### src/toy_alu_store_pipeline_unit_defines.svh
// Assertion macros for the toy ALU/store pipeline unit.
// Included by the RTL files that carry concurrent checks; depends on nothing.
`ifndef TOY_ALU_STORE_PIPELINE_UNIT_DEFINES_SVH
`define TOY_ALU_STORE_PIPELINE_UNIT_DEFINES_SVH

`ifndef SYNTHESIS

`define TASP_ASSERT_ALWAYS(label, clk, rst, cond) \
   label: assert property (@(posedge clk) disable iff (rst) (cond)) \
      else $error("invariant check failed");

`define TASP_ASSERT_IMPLY(label, clk, rst, ante, cons) \
   label: assert property (@(posedge clk) disable iff (rst) (ante) |-> (cons)) \
      else $error("same-cycle implication failed");

`define TASP_ASSERT_NEXT(label, clk, rst, ante, cons) \
   label: assert property (@(posedge clk) disable iff (rst) (ante) |=> (cons)) \
      else $error("next-cycle implication failed");

`else

`define TASP_ASSERT_ALWAYS(label, clk, rst, cond)
`define TASP_ASSERT_IMPLY(label, clk, rst, ante, cons)
`define TASP_ASSERT_NEXT(label, clk, rst, ante, cons)

`endif

`endif

### src/tasp_pkg.sv
// Shared widths, command and opcode codes, and stage types for the toy ALU/store pipeline.
// Used by the channel interfaces and the top level; depends on nothing.
package tasp_pkg;

   localparam int DATA_W     = 8;
   localparam int CMD_W      = 3;
   localparam int OP_W       = 2;
   localparam int REG_IDX_W  = 4;
   localparam int NUM_REGS   = 16;
   localparam int MEM_ADDR_W = 4;
   localparam int MEM_WORDS  = 16;

   localparam int RQ_DEPTH_DEFAULT = 4;

   localparam logic [DATA_W-1:0] REG_RESET_VALUE = 8'hFF;
   localparam logic [DATA_W-1:0] MEM_RESET_VALUE = 8'hFF;

   localparam logic [CMD_W-1:0] CMD_STEP     = 3'd0;
   localparam logic [CMD_W-1:0] CMD_BUBBLE   = 3'd1;
   localparam logic [CMD_W-1:0] CMD_LOAD_REG = 3'd2;
   localparam logic [CMD_W-1:0] CMD_LOAD_MEM = 3'd3;
   localparam logic [CMD_W-1:0] CMD_READ_REG = 3'd4;
   localparam logic [CMD_W-1:0] CMD_READ_MEM = 3'd5;

   typedef enum logic [OP_W-1:0] {
      OP_ADD = 2'd0,
      OP_SUB = 2'd1,
      OP_MUL = 2'd2,
      OP_ST  = 2'd3
   } opcode_type;

   typedef struct packed {
      logic                 valid;
      opcode_type           op;
      logic [REG_IDX_W-1:0] rd;
      logic [DATA_W-1:0]    a;
      logic [DATA_W-1:0]    b;
   } stage_type;

   typedef struct packed {
      logic                 valid;
      logic [REG_IDX_W-1:0] rd;
      logic [DATA_W-1:0]    a;
      logic [DATA_W-1:0]    b;
   } pp_stage_type;

   typedef struct packed {
      logic                  valid;
      logic [REG_IDX_W-1:0]  rd;
      logic [MEM_ADDR_W-1:0] word;
   } addr_stage_type;

   typedef struct packed {
      logic                  reg_write_valid;
      logic [REG_IDX_W-1:0]  reg_write_index;
      logic [DATA_W-1:0]     reg_write_value;
      logic                  mem_write_valid;
      logic [MEM_ADDR_W-1:0] mem_write_addr;
      logic [DATA_W-1:0]     mem_write_value;
      logic                  pipeline_idle;
      logic                  read_written;
      logic [DATA_W-1:0]     read_value;
      logic                  queue_overflow;
   } rsp_type;

endpackage

### src/tasp_if.sv
// Request and response channel interfaces (valid/ready) of the toy ALU/store pipeline.
// Depends on tasp_pkg for field widths.
interface tasp_req_if import tasp_pkg::*; ();
   logic                  valid;
   logic                  ready;
   logic [CMD_W-1:0]      cmd;
   logic [OP_W-1:0]       opcode;
   logic [REG_IDX_W-1:0]  dest_reg;
   logic [REG_IDX_W-1:0]  src_a_reg;
   logic [REG_IDX_W-1:0]  src_b_reg;
   logic [DATA_W-1:0]     store_offset;
   logic [REG_IDX_W-1:0]  target_index;
   logic [DATA_W-1:0]     load_value;

   modport source (output valid, cmd, opcode, dest_reg, src_a_reg, src_b_reg,
                   store_offset, target_index, load_value,
                   input ready);
   modport sink (input valid, cmd, opcode, dest_reg, src_a_reg, src_b_reg,
                 store_offset, target_index, load_value,
                 output ready);
endinterface

interface tasp_rsp_if import tasp_pkg::*; ();
   logic                  valid;
   logic                  ready;
   logic                  reg_write_valid;
   logic [REG_IDX_W-1:0]  reg_write_index;
   logic [DATA_W-1:0]     reg_write_value;
   logic                  mem_write_valid;
   logic [MEM_ADDR_W-1:0] mem_write_addr;
   logic [DATA_W-1:0]     mem_write_value;
   logic                  pipeline_idle;
   logic                  read_written;
   logic [DATA_W-1:0]     read_value;
   logic                  queue_overflow;

   modport source (output valid, reg_write_valid, reg_write_index, reg_write_value,
                   mem_write_valid, mem_write_addr, mem_write_value, pipeline_idle,
                   read_written, read_value, queue_overflow,
                   input ready);
   modport sink (input valid, reg_write_valid, reg_write_index, reg_write_value,
                 mem_write_valid, mem_write_addr, mem_write_value, pipeline_idle,
                 read_written, read_value, queue_overflow,
                 output ready);
endinterface

### src/toy_alu_store_pipeline_unit.sv
// Top level of the toy ALU/store pipeline: register file, data memory, stage registers,
// result queue and response register. Depends on tasp_pkg, tasp_if and the defines header.
//
// Usage:
//   req_bus carries one command beat: a pipeline step (with or without a new
//   instruction), a register or memory load, or a register or memory read.
//   rsp_bus returns exactly one beat per request beat, in order.
//   The response of a beat is registered and valid in the cycle after the beat
//   is accepted. Throughput is one beat per cycle; the whole step (writeback,
//   multiply, ALU, store, decode with register reads) is done by the logic
//   between the state registers and the response register, and its longest
//   path is the 8x8 multiply of the partial-product stage into the result queue.
//   req_bus.ready is high while the response register is empty or being taken,
//   so a new beat enters in the same cycle the previous response leaves.
//   When rsp_bus.ready is low the response holds and req_bus.ready drops until
//   the response is taken; no state changes meanwhile.
//   Synchronous reset clears all stage valid bits, the result queue pointers and
//   count, and the written flags of the register file and data memory; unwritten
//   entries read as 255. No clearing pass is needed after reset.
`include "toy_alu_store_pipeline_unit_defines.svh"

module toy_alu_store_pipeline_unit import tasp_pkg::*; #(
   parameter int RQ_DEPTH = RQ_DEPTH_DEFAULT
) (
   input logic        clock,
   input logic        reset,
   tasp_req_if.sink   req_bus,
   tasp_rsp_if.source rsp_bus
);

   localparam int PtrW = $clog2(RQ_DEPTH);
   localparam int CntW = $clog2(RQ_DEPTH + 1);
   localparam logic [CntW-1:0] RqFull  = CntW'(RQ_DEPTH);
   localparam logic [PtrW-1:0] PtrLast = PtrW'(RQ_DEPTH - 1);

   function automatic logic [PtrW-1:0] ptr_next(input logic [PtrW-1:0] p);
      return (p == PtrLast) ? '0 : p + PtrW'(1);
   endfunction

   // Bypass the same-step writeback, else stored value, else reset value.
   function automatic logic [DATA_W-1:0] rf_pick(input logic hit,
                                                 input logic [DATA_W-1:0] byp,
                                                 input logic written,
                                                 input logic [DATA_W-1:0] stored);
      return hit ? byp : (written ? stored : REG_RESET_VALUE);
   endfunction

   // Register file and data memory with written flags.
   logic [DATA_W-1:0]    reg_val_ff [NUM_REGS];
   logic [NUM_REGS-1:0]  reg_wr_ff;
   logic [DATA_W-1:0]    mem_val_ff [MEM_WORDS];
   logic [MEM_WORDS-1:0] mem_wr_ff;

   logic                  rf_we;
   logic [REG_IDX_W-1:0]  rf_widx;
   logic [DATA_W-1:0]     rf_wdata;
   logic                  dm_we;
   logic [MEM_ADDR_W-1:0] dm_waddr;
   logic [DATA_W-1:0]     dm_wdata;

   // Pipeline stages.
   stage_type      dec_ff,   dec_in;
   stage_type      arith_ff, arith_in;
   stage_type      store_ff, store_in;
   pp_stage_type   pp_ff,    pp_in;
   addr_stage_type addr_ff,  addr_in;

   // Result queue.
   logic [REG_IDX_W-1:0] rq_rd_ff  [RQ_DEPTH];
   logic [DATA_W-1:0]    rq_val_ff [RQ_DEPTH];
   logic [PtrW-1:0]      rq_head_ff,  rq_head_in;
   logic [PtrW-1:0]      rq_tail_ff,  rq_tail_in;
   logic [CntW-1:0]      rq_count_ff, rq_count_in;

   logic                 q1_we, q2_we;
   logic [PtrW-1:0]      q1_slot, q2_slot;
   logic [REG_IDX_W-1:0] q1_rd, q2_rd;
   logic [DATA_W-1:0]    q1_val, q2_val;

   // Response register.
   logic    rsp_valid_ff, rsp_valid_in;
   rsp_type rsp_ff, rsp_in;

   logic req_fire;
   logic step_cmd;

   logic                 wb_do;
   logic [REG_IDX_W-1:0] wb_rd;
   logic [DATA_W-1:0]    wb_val;
   logic [2*DATA_W-1:0]  pp_prod;

   assign req_bus.ready = !rsp_valid_ff || rsp_bus.ready;
   assign req_fire      = req_bus.valid && req_bus.ready;
   assign step_cmd      = (req_bus.cmd == CMD_STEP) || (req_bus.cmd == CMD_BUBBLE);

   assign wb_do   = (rq_count_ff != '0);
   assign wb_rd   = rq_rd_ff[rq_head_ff];
   assign wb_val  = rq_val_ff[rq_head_ff];
   assign pp_prod = pp_ff.a * pp_ff.b;

   always_comb begin
      logic [CntW-1:0]   cnt1;
      logic [CntW-1:0]   cnt2;
      logic [PtrW-1:0]   tail1;
      logic              push1_ok;
      logic              push2_req;
      logic              push2_ok;
      logic [DATA_W-1:0] alu_res;
      opcode_type        new_op;

      dec_in      = dec_ff;
      arith_in    = arith_ff;
      store_in    = store_ff;
      pp_in       = pp_ff;
      addr_in     = addr_ff;
      rq_head_in  = rq_head_ff;
      rq_tail_in  = rq_tail_ff;
      rq_count_in = rq_count_ff;
      rsp_in      = '0;
      rf_we       = 1'b0;
      rf_widx     = req_bus.target_index;
      rf_wdata    = req_bus.load_value;
      dm_we       = 1'b0;
      dm_waddr    = req_bus.target_index;
      dm_wdata    = req_bus.load_value;
      q1_we       = 1'b0;
      q1_slot     = rq_tail_ff;
      q1_rd       = pp_ff.rd;
      q1_val      = pp_prod[DATA_W-1:0];
      q2_we       = 1'b0;
      q2_slot     = rq_tail_ff;
      q2_rd       = arith_ff.rd;
      alu_res     = (arith_ff.op == OP_SUB) ? arith_ff.a - arith_ff.b
                                            : arith_ff.a + arith_ff.b;
      q2_val      = alu_res;
      cnt1        = rq_count_ff;
      cnt2        = rq_count_ff;
      tail1       = rq_tail_ff;
      push1_ok    = 1'b0;
      push2_req   = 1'b0;
      push2_ok    = 1'b0;
      new_op      = opcode_type'(req_bus.opcode);

      if (req_fire) begin
         unique case (req_bus.cmd)
            CMD_STEP, CMD_BUBBLE: begin
               // Writeback of the queue head.
               if (wb_do) begin
                  rf_we                  = 1'b1;
                  rf_widx                = wb_rd;
                  rf_wdata               = wb_val;
                  rsp_in.reg_write_valid = 1'b1;
                  rsp_in.reg_write_index = wb_rd;
                  rsp_in.reg_write_value = wb_val;
                  rq_head_in             = ptr_next(rq_head_ff);
               end
               cnt1 = rq_count_ff - CntW'(wb_do);

               // Multiply finishes, then ALU result; each push checked in turn.
               push1_ok = pp_ff.valid && (cnt1 != RqFull);
               q1_we    = push1_ok;
               q1_slot  = rq_tail_ff;
               tail1    = push1_ok ? ptr_next(rq_tail_ff) : rq_tail_ff;
               cnt2     = cnt1 + CntW'(push1_ok);

               push2_req = arith_ff.valid && (arith_ff.op != OP_MUL);
               push2_ok  = push2_req && (cnt2 != RqFull);
               q2_we     = push2_ok;
               q2_slot   = tail1;
               rq_tail_in  = push2_ok ? ptr_next(tail1) : tail1;
               rq_count_in = cnt2 + CntW'(push2_ok);

               rsp_in.queue_overflow = (pp_ff.valid && !push1_ok) || (push2_req && !push2_ok);

               pp_in       = '0;
               if (arith_ff.valid && (arith_ff.op == OP_MUL)) begin
                  pp_in.valid = 1'b1;
                  pp_in.rd    = arith_ff.rd;
                  pp_in.a     = arith_ff.a;
                  pp_in.b     = arith_ff.b;
               end

               // Store: data register read after this step's writeback.
               if (addr_ff.valid) begin
                  dm_we    = 1'b1;
                  dm_waddr = addr_ff.word;
                  dm_wdata = rf_pick(wb_do && (wb_rd == addr_ff.rd), wb_val,
                                     reg_wr_ff[addr_ff.rd], reg_val_ff[addr_ff.rd]);
                  rsp_in.mem_write_valid = 1'b1;
                  rsp_in.mem_write_addr  = addr_ff.word;
                  rsp_in.mem_write_value = dm_wdata;
               end

               addr_in.valid = store_ff.valid;
               if (store_ff.valid) begin
                  addr_in.rd   = store_ff.rd;
                  addr_in.word = MEM_ADDR_W'(store_ff.a + store_ff.b);
               end

               arith_in.valid = 1'b0;
               store_in.valid = 1'b0;
               if (dec_ff.valid) begin
                  if (dec_ff.op == OP_ST) begin
                     store_in = dec_ff;
                  end else begin
                     arith_in = dec_ff;
                  end
               end

               dec_in = '0;
               if (req_bus.cmd == CMD_STEP) begin
                  dec_in.valid = 1'b1;
                  dec_in.op    = new_op;
                  dec_in.rd    = req_bus.dest_reg;
                  dec_in.a     = rf_pick(wb_do && (wb_rd == req_bus.src_a_reg), wb_val,
                                         reg_wr_ff[req_bus.src_a_reg],
                                         reg_val_ff[req_bus.src_a_reg]);
                  dec_in.b     = (new_op == OP_ST) ? req_bus.store_offset
                               : rf_pick(wb_do && (wb_rd == req_bus.src_b_reg), wb_val,
                                         reg_wr_ff[req_bus.src_b_reg],
                                         reg_val_ff[req_bus.src_b_reg]);
               end
            end
            CMD_LOAD_REG: begin
               rf_we = 1'b1;
            end
            CMD_LOAD_MEM: begin
               dm_we = 1'b1;
            end
            CMD_READ_REG: begin
               rsp_in.read_written = reg_wr_ff[req_bus.target_index];
               rsp_in.read_value   = rf_pick(1'b0, REG_RESET_VALUE,
                                             reg_wr_ff[req_bus.target_index],
                                             reg_val_ff[req_bus.target_index]);
            end
            CMD_READ_MEM: begin
               rsp_in.read_written = mem_wr_ff[req_bus.target_index];
               rsp_in.read_value   = mem_wr_ff[req_bus.target_index]
                                   ? mem_val_ff[req_bus.target_index] : MEM_RESET_VALUE;
            end
            default: begin
               // Unknown command: no state change.
            end
         endcase
      end

      rsp_in.pipeline_idle = !dec_in.valid && !arith_in.valid && !store_in.valid &&
                             !pp_in.valid && !addr_in.valid && (rq_count_in == '0);

      // Hold the response until taken; load a new one on each accepted beat.
      rsp_valid_in = req_fire || (rsp_valid_ff && !rsp_bus.ready);
   end

   always_ff @(posedge clock) begin
      if (reset) begin
         dec_ff       <= '0;
         arith_ff     <= '0;
         store_ff     <= '0;
         pp_ff        <= '0;
         addr_ff      <= '0;
         rq_head_ff   <= '0;
         rq_tail_ff   <= '0;
         rq_count_ff  <= '0;
         reg_wr_ff    <= '0;
         mem_wr_ff    <= '0;
         rsp_valid_ff <= 1'b0;
      end else begin
         dec_ff       <= dec_in;
         arith_ff     <= arith_in;
         store_ff     <= store_in;
         pp_ff        <= pp_in;
         addr_ff      <= addr_in;
         rq_head_ff   <= rq_head_in;
         rq_tail_ff   <= rq_tail_in;
         rq_count_ff  <= rq_count_in;
         rsp_valid_ff <= rsp_valid_in;
         if (rf_we) begin
            reg_wr_ff[rf_widx] <= 1'b1;
         end
         if (dm_we) begin
            mem_wr_ff[dm_waddr] <= 1'b1;
         end
      end
   end

   always_ff @(posedge clock) begin
      if (rf_we) begin
         reg_val_ff[rf_widx] <= rf_wdata;
      end
      if (dm_we) begin
         mem_val_ff[dm_waddr] <= dm_wdata;
      end
      if (q1_we) begin
         rq_rd_ff[q1_slot]  <= q1_rd;
         rq_val_ff[q1_slot] <= q1_val;
      end
      if (q2_we) begin
         rq_rd_ff[q2_slot]  <= q2_rd;
         rq_val_ff[q2_slot] <= q2_val;
      end
      if (req_fire) begin
         rsp_ff <= rsp_in;
      end
   end

   assign rsp_bus.valid           = rsp_valid_ff;
   assign rsp_bus.reg_write_valid = rsp_ff.reg_write_valid;
   assign rsp_bus.reg_write_index = rsp_ff.reg_write_index;
   assign rsp_bus.reg_write_value = rsp_ff.reg_write_value;
   assign rsp_bus.mem_write_valid = rsp_ff.mem_write_valid;
   assign rsp_bus.mem_write_addr  = rsp_ff.mem_write_addr;
   assign rsp_bus.mem_write_value = rsp_ff.mem_write_value;
   assign rsp_bus.pipeline_idle   = rsp_ff.pipeline_idle;
   assign rsp_bus.read_written    = rsp_ff.read_written;
   assign rsp_bus.read_value      = rsp_ff.read_value;
   assign rsp_bus.queue_overflow  = rsp_ff.queue_overflow;

   `TASP_ASSERT_ALWAYS(a_rq_count_max, clock, reset, rq_count_ff <= RqFull)
   `TASP_ASSERT_ALWAYS(a_rq_tail_track, clock, reset, (int'(rq_head_ff) + int'(rq_count_ff) == int'(rq_tail_ff)) || (int'(rq_head_ff) + int'(rq_count_ff) == int'(rq_tail_ff) + RQ_DEPTH))
   `TASP_ASSERT_NEXT(a_ovf_leaves_full, clock, reset, req_fire && rsp_in.queue_overflow, rq_count_ff == RqFull)
   `TASP_ASSERT_NEXT(a_store_reported, clock, reset, req_fire && step_cmd && addr_ff.valid, rsp_valid_ff && rsp_ff.mem_write_valid)

endmodule

### src/flat_wrapper.sv
// flat-port wrapper written by rule: the top's interface ports become plain ports
module toy_alu_store_pipeline_unit_flat import tasp_pkg::*;
#(
   parameter int RQ_DEPTH = RQ_DEPTH_DEFAULT
)
  (clock, reset, req_bus_valid, req_bus_cmd, req_bus_opcode, req_bus_dest_reg, req_bus_src_a_reg, req_bus_src_b_reg, req_bus_store_offset, req_bus_target_index, req_bus_load_value, req_bus_ready, rsp_bus_valid, rsp_bus_reg_write_valid, rsp_bus_reg_write_index, rsp_bus_reg_write_value, rsp_bus_mem_write_valid, rsp_bus_mem_write_addr, rsp_bus_mem_write_value, rsp_bus_pipeline_idle, rsp_bus_read_written, rsp_bus_read_value, rsp_bus_queue_overflow, rsp_bus_ready);
  tasp_req_if req_bus_i ();
  tasp_rsp_if rsp_bus_i ();
  input logic clock;
  input logic reset;
  input wire logic [$bits(req_bus_i.valid)-1:0] req_bus_valid;
  input wire logic [$bits(req_bus_i.cmd)-1:0] req_bus_cmd;
  input wire logic [$bits(req_bus_i.opcode)-1:0] req_bus_opcode;
  input wire logic [$bits(req_bus_i.dest_reg)-1:0] req_bus_dest_reg;
  input wire logic [$bits(req_bus_i.src_a_reg)-1:0] req_bus_src_a_reg;
  input wire logic [$bits(req_bus_i.src_b_reg)-1:0] req_bus_src_b_reg;
  input wire logic [$bits(req_bus_i.store_offset)-1:0] req_bus_store_offset;
  input wire logic [$bits(req_bus_i.target_index)-1:0] req_bus_target_index;
  input wire logic [$bits(req_bus_i.load_value)-1:0] req_bus_load_value;
  output wire logic [$bits(req_bus_i.ready)-1:0] req_bus_ready;
  output wire logic [$bits(rsp_bus_i.valid)-1:0] rsp_bus_valid;
  output wire logic [$bits(rsp_bus_i.reg_write_valid)-1:0] rsp_bus_reg_write_valid;
  output wire logic [$bits(rsp_bus_i.reg_write_index)-1:0] rsp_bus_reg_write_index;
  output wire logic [$bits(rsp_bus_i.reg_write_value)-1:0] rsp_bus_reg_write_value;
  output wire logic [$bits(rsp_bus_i.mem_write_valid)-1:0] rsp_bus_mem_write_valid;
  output wire logic [$bits(rsp_bus_i.mem_write_addr)-1:0] rsp_bus_mem_write_addr;
  output wire logic [$bits(rsp_bus_i.mem_write_value)-1:0] rsp_bus_mem_write_value;
  output wire logic [$bits(rsp_bus_i.pipeline_idle)-1:0] rsp_bus_pipeline_idle;
  output wire logic [$bits(rsp_bus_i.read_written)-1:0] rsp_bus_read_written;
  output wire logic [$bits(rsp_bus_i.read_value)-1:0] rsp_bus_read_value;
  output wire logic [$bits(rsp_bus_i.queue_overflow)-1:0] rsp_bus_queue_overflow;
  input wire logic [$bits(rsp_bus_i.ready)-1:0] rsp_bus_ready;
  assign req_bus_i.valid = req_bus_valid;
  assign req_bus_i.cmd = req_bus_cmd;
  assign req_bus_i.opcode = req_bus_opcode;
  assign req_bus_i.dest_reg = req_bus_dest_reg;
  assign req_bus_i.src_a_reg = req_bus_src_a_reg;
  assign req_bus_i.src_b_reg = req_bus_src_b_reg;
  assign req_bus_i.store_offset = req_bus_store_offset;
  assign req_bus_i.target_index = req_bus_target_index;
  assign req_bus_i.load_value = req_bus_load_value;
  assign req_bus_ready = req_bus_i.ready;
  assign rsp_bus_valid = rsp_bus_i.valid;
  assign rsp_bus_reg_write_valid = rsp_bus_i.reg_write_valid;
  assign rsp_bus_reg_write_index = rsp_bus_i.reg_write_index;
  assign rsp_bus_reg_write_value = rsp_bus_i.reg_write_value;
  assign rsp_bus_mem_write_valid = rsp_bus_i.mem_write_valid;
  assign rsp_bus_mem_write_addr = rsp_bus_i.mem_write_addr;
  assign rsp_bus_mem_write_value = rsp_bus_i.mem_write_value;
  assign rsp_bus_pipeline_idle = rsp_bus_i.pipeline_idle;
  assign rsp_bus_read_written = rsp_bus_i.read_written;
  assign rsp_bus_read_value = rsp_bus_i.read_value;
  assign rsp_bus_queue_overflow = rsp_bus_i.queue_overflow;
  assign rsp_bus_i.ready = rsp_bus_ready;
  toy_alu_store_pipeline_unit #(.RQ_DEPTH(RQ_DEPTH)) u_core (.clock(clock), .reset(reset), .req_bus(req_bus_i), .rsp_bus(rsp_bus_i));
endmodule
### config.mk
export PLATFORM = sky130hd
export DESIGN_NAME = toy_alu_store_pipeline_unit_flat
export DESIGN_NICKNAME = d
export VERILOG_FILES = /design/src/tasp_pkg.sv /design/src/tasp_if.sv /design/src/toy_alu_store_pipeline_unit.sv /design/src/flat_wrapper.sv
export VERILOG_INCLUDE_DIRS = /design/src /design/src/src
export SDC_FILE = /design/constraint.sdc
export NUM_CORES = 1
export LEC_CHECK = 0
export BUFFER_PORTS_ARGS = -buffer_cell sky130_fd_sc_hd__buf_2
export CORE_MARGIN = 2
export CORE_UTILIZATION = 40
export CTS_BUF_LIST = sky130_fd_sc_hd__clkbuf_4
export DETAILED_ROUTE_END_ITERATION = 10
export PLACE_DENSITY = 0.55
export SETUP_SLACK_MARGIN = 0.3
export SYNTH_ARGS = -nofsm -noshare
export SYNTH_HDL_FRONTEND = slang
export SYNTH_SLANG_ARGS = --single-unit
### constraint.sdc
create_clock -name clock -period 9.29 [get_ports clock]
set_input_delay 0.4645 -clock clock [delete_from_list [all_inputs] [get_ports clock]]
set_output_delay 0.4645 -clock clock [all_outputs]
set_load 0.1 [all_outputs]
==> results of run 1 <==
==> area by class of cell <==
type	count	area, sq um	share of cell area (%)
multi-input cells	1081	10530	38.81
clock buffers	182	1366	5.038
clock inverters	45	285.3	1.052
diodes	1	2.502	0.009227
flip-flops and latches	476	12940	47.73
well taps	773	967.2	3.566
repair buffers	134	860.8	3.174
inverters	45	168.9	0.6228
==> where the power goes <==
part	switching, uW	leakage [uW]	total (uW)	internal [uW]
sequential	6.86	0.00426	2290	2280
clock	874	0.000973	1880	1010
combinational	223	0.00447	332	109
total	1100	0.00971	4500	3400
==> registers in the layout (all words and copies together), names as in the netlist, 3 cells and up, named ones only <==
register,flops
u_core.rsp_bus.mem_write_value,8
u_core.q1_rd,4
u_core.store_ff,13
u_core.rq_rd_ff,16
u_core.pp_ff,17
u_core.mem_wr_ff,16
u_core.rsp_bus.reg_write_value,8
u_core.addr_ff,9
u_core.rsp_bus.reg_write_index,4
u_core.reg_val_ff,128
u_core.rsp_bus.read_value,8
u_core.dec_ff,23
u_core.rq_val_ff,32
u_core.mem_val_ff,128
u_core.reg_wr_ff,16
u_core.rq_count_ff,3
u_core.arith_ff,19
u_core.rsp_bus.mem_write_addr,4
u_core.q2_rd,4
==> repair_timing <==
| action | 4_1_cts | 5_1_grt |
|---|---|---|
| setup buffers | 0 | 0 |
| endpoints found under the setup margin | 0 | 0 |
| hold buffers | 19 | 0 |
| endpoints found under the hold margin | 33 | 0 |
==> stage by stage <==
| step | instance area, sq um | std cells | hold WS [ps] | setup WS [ps] | power, uW |
|---|---|---|---|---|---|
| floorplan | 24090 | 1714 | 415.4 | 5400 | 2568 |
| global placement | 25280 | 2490 | 430.7 | 4770 | 2660 |
| detailed placement | 25280 | 2490 | 438.7 | 4655 | 2662 |
| CTS | 27120 | 2736 | 23.51 | 4652 | 4554 |
| global route | 27120 | 2737 | 97.30 | 4259 | 4688 |
| finish | 27120 | 2737 | 119.5 | 4674 | 4500 |
==> worst max-delay path: cells and delay by family (launching register included) <==
family	cells	cell delay (ps)
compound gates	3	1450
fa+ha+maj	3	820
mux	1	380
flops	1	400
xor+xnor	1	230
buf+inv	2	380
simple gates	2	570
==> synth_stat cells (3+ instances only) <==
library cell / instances
nand4_1: 3
buf_1: 14
mux2_2: 25
xor2_1: 10
nor2b_1: 11
and3_1: 18
mux2i_1: 28
buf_2: 27
o221ai_1: 8
mux4_1: 5
o22ai_1: 9
clkbuf_1: 67
nor2_1: 156
nand3_1: 31
a21oi_1: 84
xnor2_1: 37
dfxtp_1: 135
mux2_1: 24
nand2b_1: 6
o21a_1: 3
nor3_1: 16
o21ai_0: 6
a211o_1: 8
fa_1: 14
ha_1: 37
buf_4: 3
mux4_2: 212
o21ai_1: 14
inv_1: 45
o21ba_1: 6
a21o_1: 5
nor4_1: 4
a22oi_1: 62
a22o_1: 3
and2_1: 23
nand3b_1: 7
edfxtp_1: 341
nand2_1: 166
o21ba_2: 10
==> per-layer routing <==
layer	wire (um)	GRT usage (%)	up-vias
met5	13	0	-
met4	2564	9.518	2
met3	5545	5.528	136
met2	32190	34.85	708
met1	28460	29.55	8106
li1	-	-	7028
==> how the worst max path moves through the flow <==
stage | depth (start not counted) | to | start
2_1_floorplan | 17 | u_core.rsp_bus.pipeline_idle | u_core.rq_count_ff[2]
3_3_place_gp | 12 | u_core.rq_val_ff[3][1] | u_core.rq_count_ff[2]
3_5_place_dp | 12 | u_core.rq_val_ff[3][0] | u_core.rq_count_ff[2]
4_1_cts | 12 | u_core.rq_rd_ff[3][0] | u_core.rq_count_ff[2]
5_1_grt | 12 | u_core.rq_rd_ff[3][0] | u_core.rq_count_ff[2]
6_report | 12 | u_core.rq_rd_ff[3][0] | u_core.rq_count_ff[2]
==> cells by family (layout without fill, tap and decap cells) <==
kind of cell               after synthesis  count (layout)
AOI/OAI and AO/OA                      233             233
xor gates and xnor gates                49              49
adders and majority gates               51              51
buffers and inverters                  157             406
DFF                                    476             476
muxes                                  294             294
other                                    0               1
and+or+nand+nor                        454             454
==> run summary, run 1 <==
Min Tclk post-route = 4616 ps
# rows = 89
Cell Pwr Density = 165.9 mW/mm^2
Drt drc = 0
Grt ovf = 0
Setup TNS = 0 ps
Initial Utilization = 40.67%
CP max stage delay = 670 ps
CTS resizes = 0
PortBufs = 79
Final net count = 1,950
RSZ-0062 raised after global routing = false
Commonest non-fill, non-tap cells in the layout = 341 x edfxtp_1, 212 x mux4_2, 182 x clkbuf_4
Largest buffer count on any clock path = 3
XOR/XNOR Fraction of Synth Area = 1.843%
Worst r2r dst = u_core.rq_rd_ff[3][0]
Worst Hold End = u_core.rsp_bus.valid
Sequential-to-total area share from yosys stat = 53.72%
Antenna Violating Nets Remaining = 0
Yosys cell types = 65
Max VDD drop = 0.09435 mV
GRT Util Overall = 22.24%
Top cell type's share of synthesized area = 42.50%
Crit-path most repeated cell = ha_1
Critical path type = reg2reg
Ports = 80
Outcome = completed
Post-synthesis mux area share = 23.81%
Top_reg_cell synth = edfxtp_1
Worst-Margin Slew = 1253 ps
EDFF count, synth = 341
Worst Path Max Fanout = 17
DRT Pass-1 Iters = 7
Post-Synth Simple-Gate Area = 8.387%
CP max-delay cell = a21oi_2
Synth Cell Area = 0.02409 sq mm
FF-to-FF Start = u_core.rq_count_ff[2]
Final hold violations = 0
Worst Path Required = 9780 ps
Initial DRC Count = 1,515
Compound-Gate Fraction of Synth Area = 6.491%
Setup Skew = 79.05 ps
Main combinational cell family by area after synthesis = multiplexers
CP Capture Type = flop
Most common cell after layout, fill and taps aside = edfxtp_1
CTS sink cnt = 476
DRT Wirelength = 68,770 um
Core area = 0.05924 sq mm
Die width = 249.4 um
Ys async rst share = 0%
Register bit total from synthesis = 476
Final Core Density = 45.78%
Max Cap Viol = 0
R2R depth = 12
Count of final max-slew check failures = 0
DP HPWL = 46,090 um
Layout cells sized above 1 = 29.19%
Synthesized instance count = 1,714
Synthesized Nets = 1,806
Die span in y = 249.4 um
Setup slack, reg-to-reg = 4670 ps
Via count = 15,980
Routed WL per cell = 25.12 um
TritonCTS clock tree = built
Initial antenna violation count = 2
Min-delay src = rsp_bus_ready
Clock Latency Late Sink = 920 ps
Yosys Warn Count = 0
Fmax = 0.2167 GHz
Avg Inst Size Synth = 14.06 sq um
Synth area leaders = edfxtp_1 42%, mux4_2 20%, dfxtp_1 11%, nand2_1 2.6%, nor2_1 2.4%
Worst-path cell chain = nor3_2 -> inv_1 -> ha_1 -> ha_1 -> inv_1 -> ha_1 -> xor2_1 -> mux2_2 -> a21oi_1 -> nand2_1 -> a21oi_2 -> a21o_1
Synth Area in Adders = 3.085%
# setup viols final = 0
CTS buffer count = 120
Min-delay worst type = in2reg
Lkg Pwr = 0.009706 uW
Synth area leader = edfxtp_1
Vias in the first global route = 16,050
H-tree Lvls = 3
Fillers = 5,348
WHS Path Cells = 3
Critical Path AT = 5110 ps
Slew headroom = 16.29%
Via/cell ratio = 5.839
Largest net degree at the start of global routing = 108
CTS root buf = clkbuf_4
Worst setup SP type = flop
GPL Wtd Cong = 0.8236
Area of the die = 0.06222 sq mm
Global-route wire length before repair = 102,300 um
Area Growth Syn to Fin = 12.56%
CTS clk-pin slew, worst paths = 60 ps
Final worst-path cycle share = 49.68%
(Power assumes the default switching activity.)
==> run 2, diff against run 1 <==
PLACE_DENSITY = 0.57   (was 0.55)
clock period = 3.8 ns   (was 9.29 ns; I/O delays follow)
==> run summary, run 2 (synthesis gave the netlist of run 1 again) <==
Top flop regs = u_core.mem_val_ff x128, u_core.reg_val_ff x128, u_core.rq_val_ff x32 (unchanged)
Ports = 80 (unchanged)
CTS sink cnt = 476 (unchanged)
Min-delay worst type = in2reg (unchanged)
CTS root buf = clkbuf_4 (unchanged)
CTS buffer count = 131 (was 120)
Max Cap Viol = 0 (unchanged)
Place WS = 77.72 ps (was 4655 ps)
Worst-path cell chain = nand2_4 -> fa_2 -> inv_1 -> ha_1 -> ha_1 -> inv_1 -> fa_1 -> inv_2 -> ha_4 -> a21o_1 -> a21oi_2 -> xnor2_1 -> xnor2_1 -> buf_4 -> mux2i_1 (was nor3_2 -> inv_1 -> ha_1 -> ha_1 -> inv_1 -> ha_1 -> xor2_1 -> mux2_2 -> a21oi_1 -> nand2_1 -> a21oi_2 -> a21o_1)
Initial Utilization = 40.67% (unchanged)
CTS clk-pin slew, worst paths = 70 ps (was 60 ps)
Grt ovf = 0 (unchanged)
Clock network power share = 43.5% (was 41.8%)
Critical path type = reg2reg (unchanged)
Fillers = 5,253 (was 5,348)
Vias in the first global route = 16,480 (was 16,050)
Layout cells sized above 1 = 33.10% (was 29.19%)
WHS Path Cells = 5 (was 3)
Worst Path Max Fanout = 6 (was 17)
Initial antenna violation count = 6 (was 2)
Initial DRC Count = 1,403 (was 1,515)
TritonCTS clock tree = built (unchanged)
Setup TNS = 0 ps (unchanged)
Combinational power share = 7.4% (about the same)
# setup viols final = 0 (unchanged)
Max VDD drop = 0.2329 mV (was 0.09435 mV)
Worst r2r dst = u_core.rq_val_ff[2][7] (was u_core.rq_rd_ff[3][0])
Final net count = 2,025 (was 1,950)
# rows = 89 (unchanged)
Lkg Pwr = 0.01014 uW (was 0.009706 uW)
PortBufs = 79 (unchanged)
CP max-delay cell = fa_2 (was a21oi_2)
Final worst-path cycle share = 92.48% (was 49.68%)
GRT Util Overall = 22.67% (was 22.24%)
Most common cell after layout, fill and taps aside = edfxtp_1 (unchanged)
Worst Path Required = 4480 ps (was 9780 ps)
Clock Latency Late Sink = 1010 ps (was 920 ps)
CP max stage delay = 560 ps (was 670 ps)
Core area = 0.05924 sq mm (unchanged)
Cell Pwr Density = 404.8 mW/mm^2 (was 165.9 mW/mm^2)
Worst Hold End = u_core.dec_ff[5] (was u_core.rsp_bus.valid)
DRT Wirelength = 69,320 um (was 68,770 um)
GPL Wtd Cong = 0.8741 (was 0.8236)
H-tree Lvls = 4 (was 3)
Area Growth Syn to Fin = 16.72% (was 12.56%)
R2R depth = 15 (was 12)
Final setup margin = 285.9 ps (was 4674 ps)
Min-delay src = req_bus_src_b_reg[3] (was rsp_bus_ready)
Antenna Violating Nets Remaining = 0 (unchanged)
Die span in y = 249.4 um (unchanged)
FF-to-FF Start = u_core.pp_ff[2] (was u_core.rq_count_ff[2])
Global-route wire length before repair = 104,200 um (was 102,300 um)
Via count = 16,300 (was 15,980)
Via/cell ratio = 5.797 (was 5.839)
Largest net degree at the start of global routing = 96 (was 108)
Final hold violations = 0 (unchanged)
Net Switching = 2779 uW (was 1104 uW)
Fmax = 0.2846 GHz (was 0.2167 GHz)
Slew headroom = 21.98% (was 16.29%)
DRT Pass-1 Iters = 5 (was 7)
Commonest non-fill, non-tap cells in the layout = 341 x edfxtp_1, 212 x mux4_2, 185 x clkbuf_4 (was 341 x edfxtp_1, 212 x mux4_2, 182 x clkbuf_4)
Area of the die = 0.06222 sq mm (unchanged)
Worst setup SP type = flop (unchanged)
Critical Path AT = 4190 ps (was 5110 ps)
CP Capture Type = flop (unchanged)
Die width = 249.4 um (unchanged)
Drt drc = 0 (unchanged)
Setup Skew = 88.26 ps (was 79.05 ps)
Setup slack, reg-to-reg = 290 ps (was 4670 ps)
Worst-Margin Slew = 1168 ps (was 1253 ps)
Count of final max-slew check failures = 0 (unchanged)
Min Tclk post-route = 3514 ps (was 4616 ps)
Routed WL per cell = 24.66 um (was 25.12 um)
RSZ-0062 raised after global routing = true (was false)
Switching part of the total = 24.42% (was 24.53%)
Internal Power = 8604 uW (was 3396 uW)
Outcome = completed (unchanged)
Sequential Power Share = 49.1% (was 50.9%)
DP HPWL = 46,730 um (was 46,090 um)
Largest buffer count on any clock path = 3 (unchanged)
-- run 2: layer usage --
metal | share of wire (%) | global-route usage, % | vias to the layer above
met5 | 0.078 | 0 | -
met4 | 3.3 | 8.812 | 8
met3 | 7.9 | 6.174 | 119
met2 | 47 | 35.39 | 738
met1 | 42 | 30.21 | 8263
li1 | - | - | 7168
-- run 2: timing repair --
item                                    CTS  global route
gates resized for setup                  16            30
hold buffers                             45             0
hold endpoints to repair                369             0
endpoints found under the setup margin    9           131
pin swaps                                14            15
buffers inserted                          6             1
-- run 2: cell type report --
cell class	count	area, sq um	area share [%]
inverter	45	168.9	0.6006
clock inverter	48	390.4	1.388
sequential	476	12970	46.11
tap	773	967.2	3.439
multi-input combinational	1081	10720	38.12
clock buffer	185	1389	4.939
antenna	5	12.51	0.04449
timing repair buffer	198	1506	5.357
-- run 2: critical path: cells and delay by family (launching register included) --
kind                       cells  cell delay (ps)
buffers and inverters          4              280
DFF                            1              380
xor gates and xnor gates       2              270
AOI/OAI and AO/OA              2              320
and+or+nand+nor                1               60
muxes                          1               70
adders and majority gates      5             1880
-- run 2: how the worst max path moves through the flow --
| stage | start | end | slack [ps] | depth (start not counted) |
|---|---|---|---|---|
| after floorplan | u_core.rq_count_ff[2] | u_core.rsp_bus.pipeline_idle | 230 | 17 |
| after global placement | u_core.pp_ff[10] | u_core.rq_val_ff[2][7] | 130 | 14 |
| after detailed placement | u_core.pp_ff[9] | u_core.rq_val_ff[2][7] | 80 | 12 |
| after CTS | u_core.pp_ff[2] | u_core.rq_val_ff[2][7] | 290 | 15 |
| after global routing | u_core.pp_ff[2] | u_core.rq_val_ff[3][7] | 110 | 13 |
| final | u_core.pp_ff[2] | u_core.rq_val_ff[2][7] | 290 | 15 |
-- run 2: power by group through the flow --
stage               clock, uW  sequential (uW)  combinational [uW]
floorplan                   0             5860                 416
global placement            0             5710                 804
detailed placement          0             5710                 809
CTS                      5080             5590                 840
global route             5390             5590                 886
finish                   4950             5590                 843
-- run 2: stage by stage --
stage / area (sq um) / instances / hold WS [ps] / util, % / total power, uW
2_1_floorplan: 24170 / 1714 / 350.1 / - / 6278
3_3_place_gp: 25670 / 2521 / 435.7 / 43.32 / 6513
3_5_place_dp: 25670 / 2521 / 439.3 / 43.32 / 6519
4_1_cts: 28000 / 2805 / 20.57 / 47.26 / 11510
5_1_grt: 28120 / 2811 / 54.06 / 47.47 / 11860
6_report: 28120 / 2811 / 137.7 / 47.47 / 11380
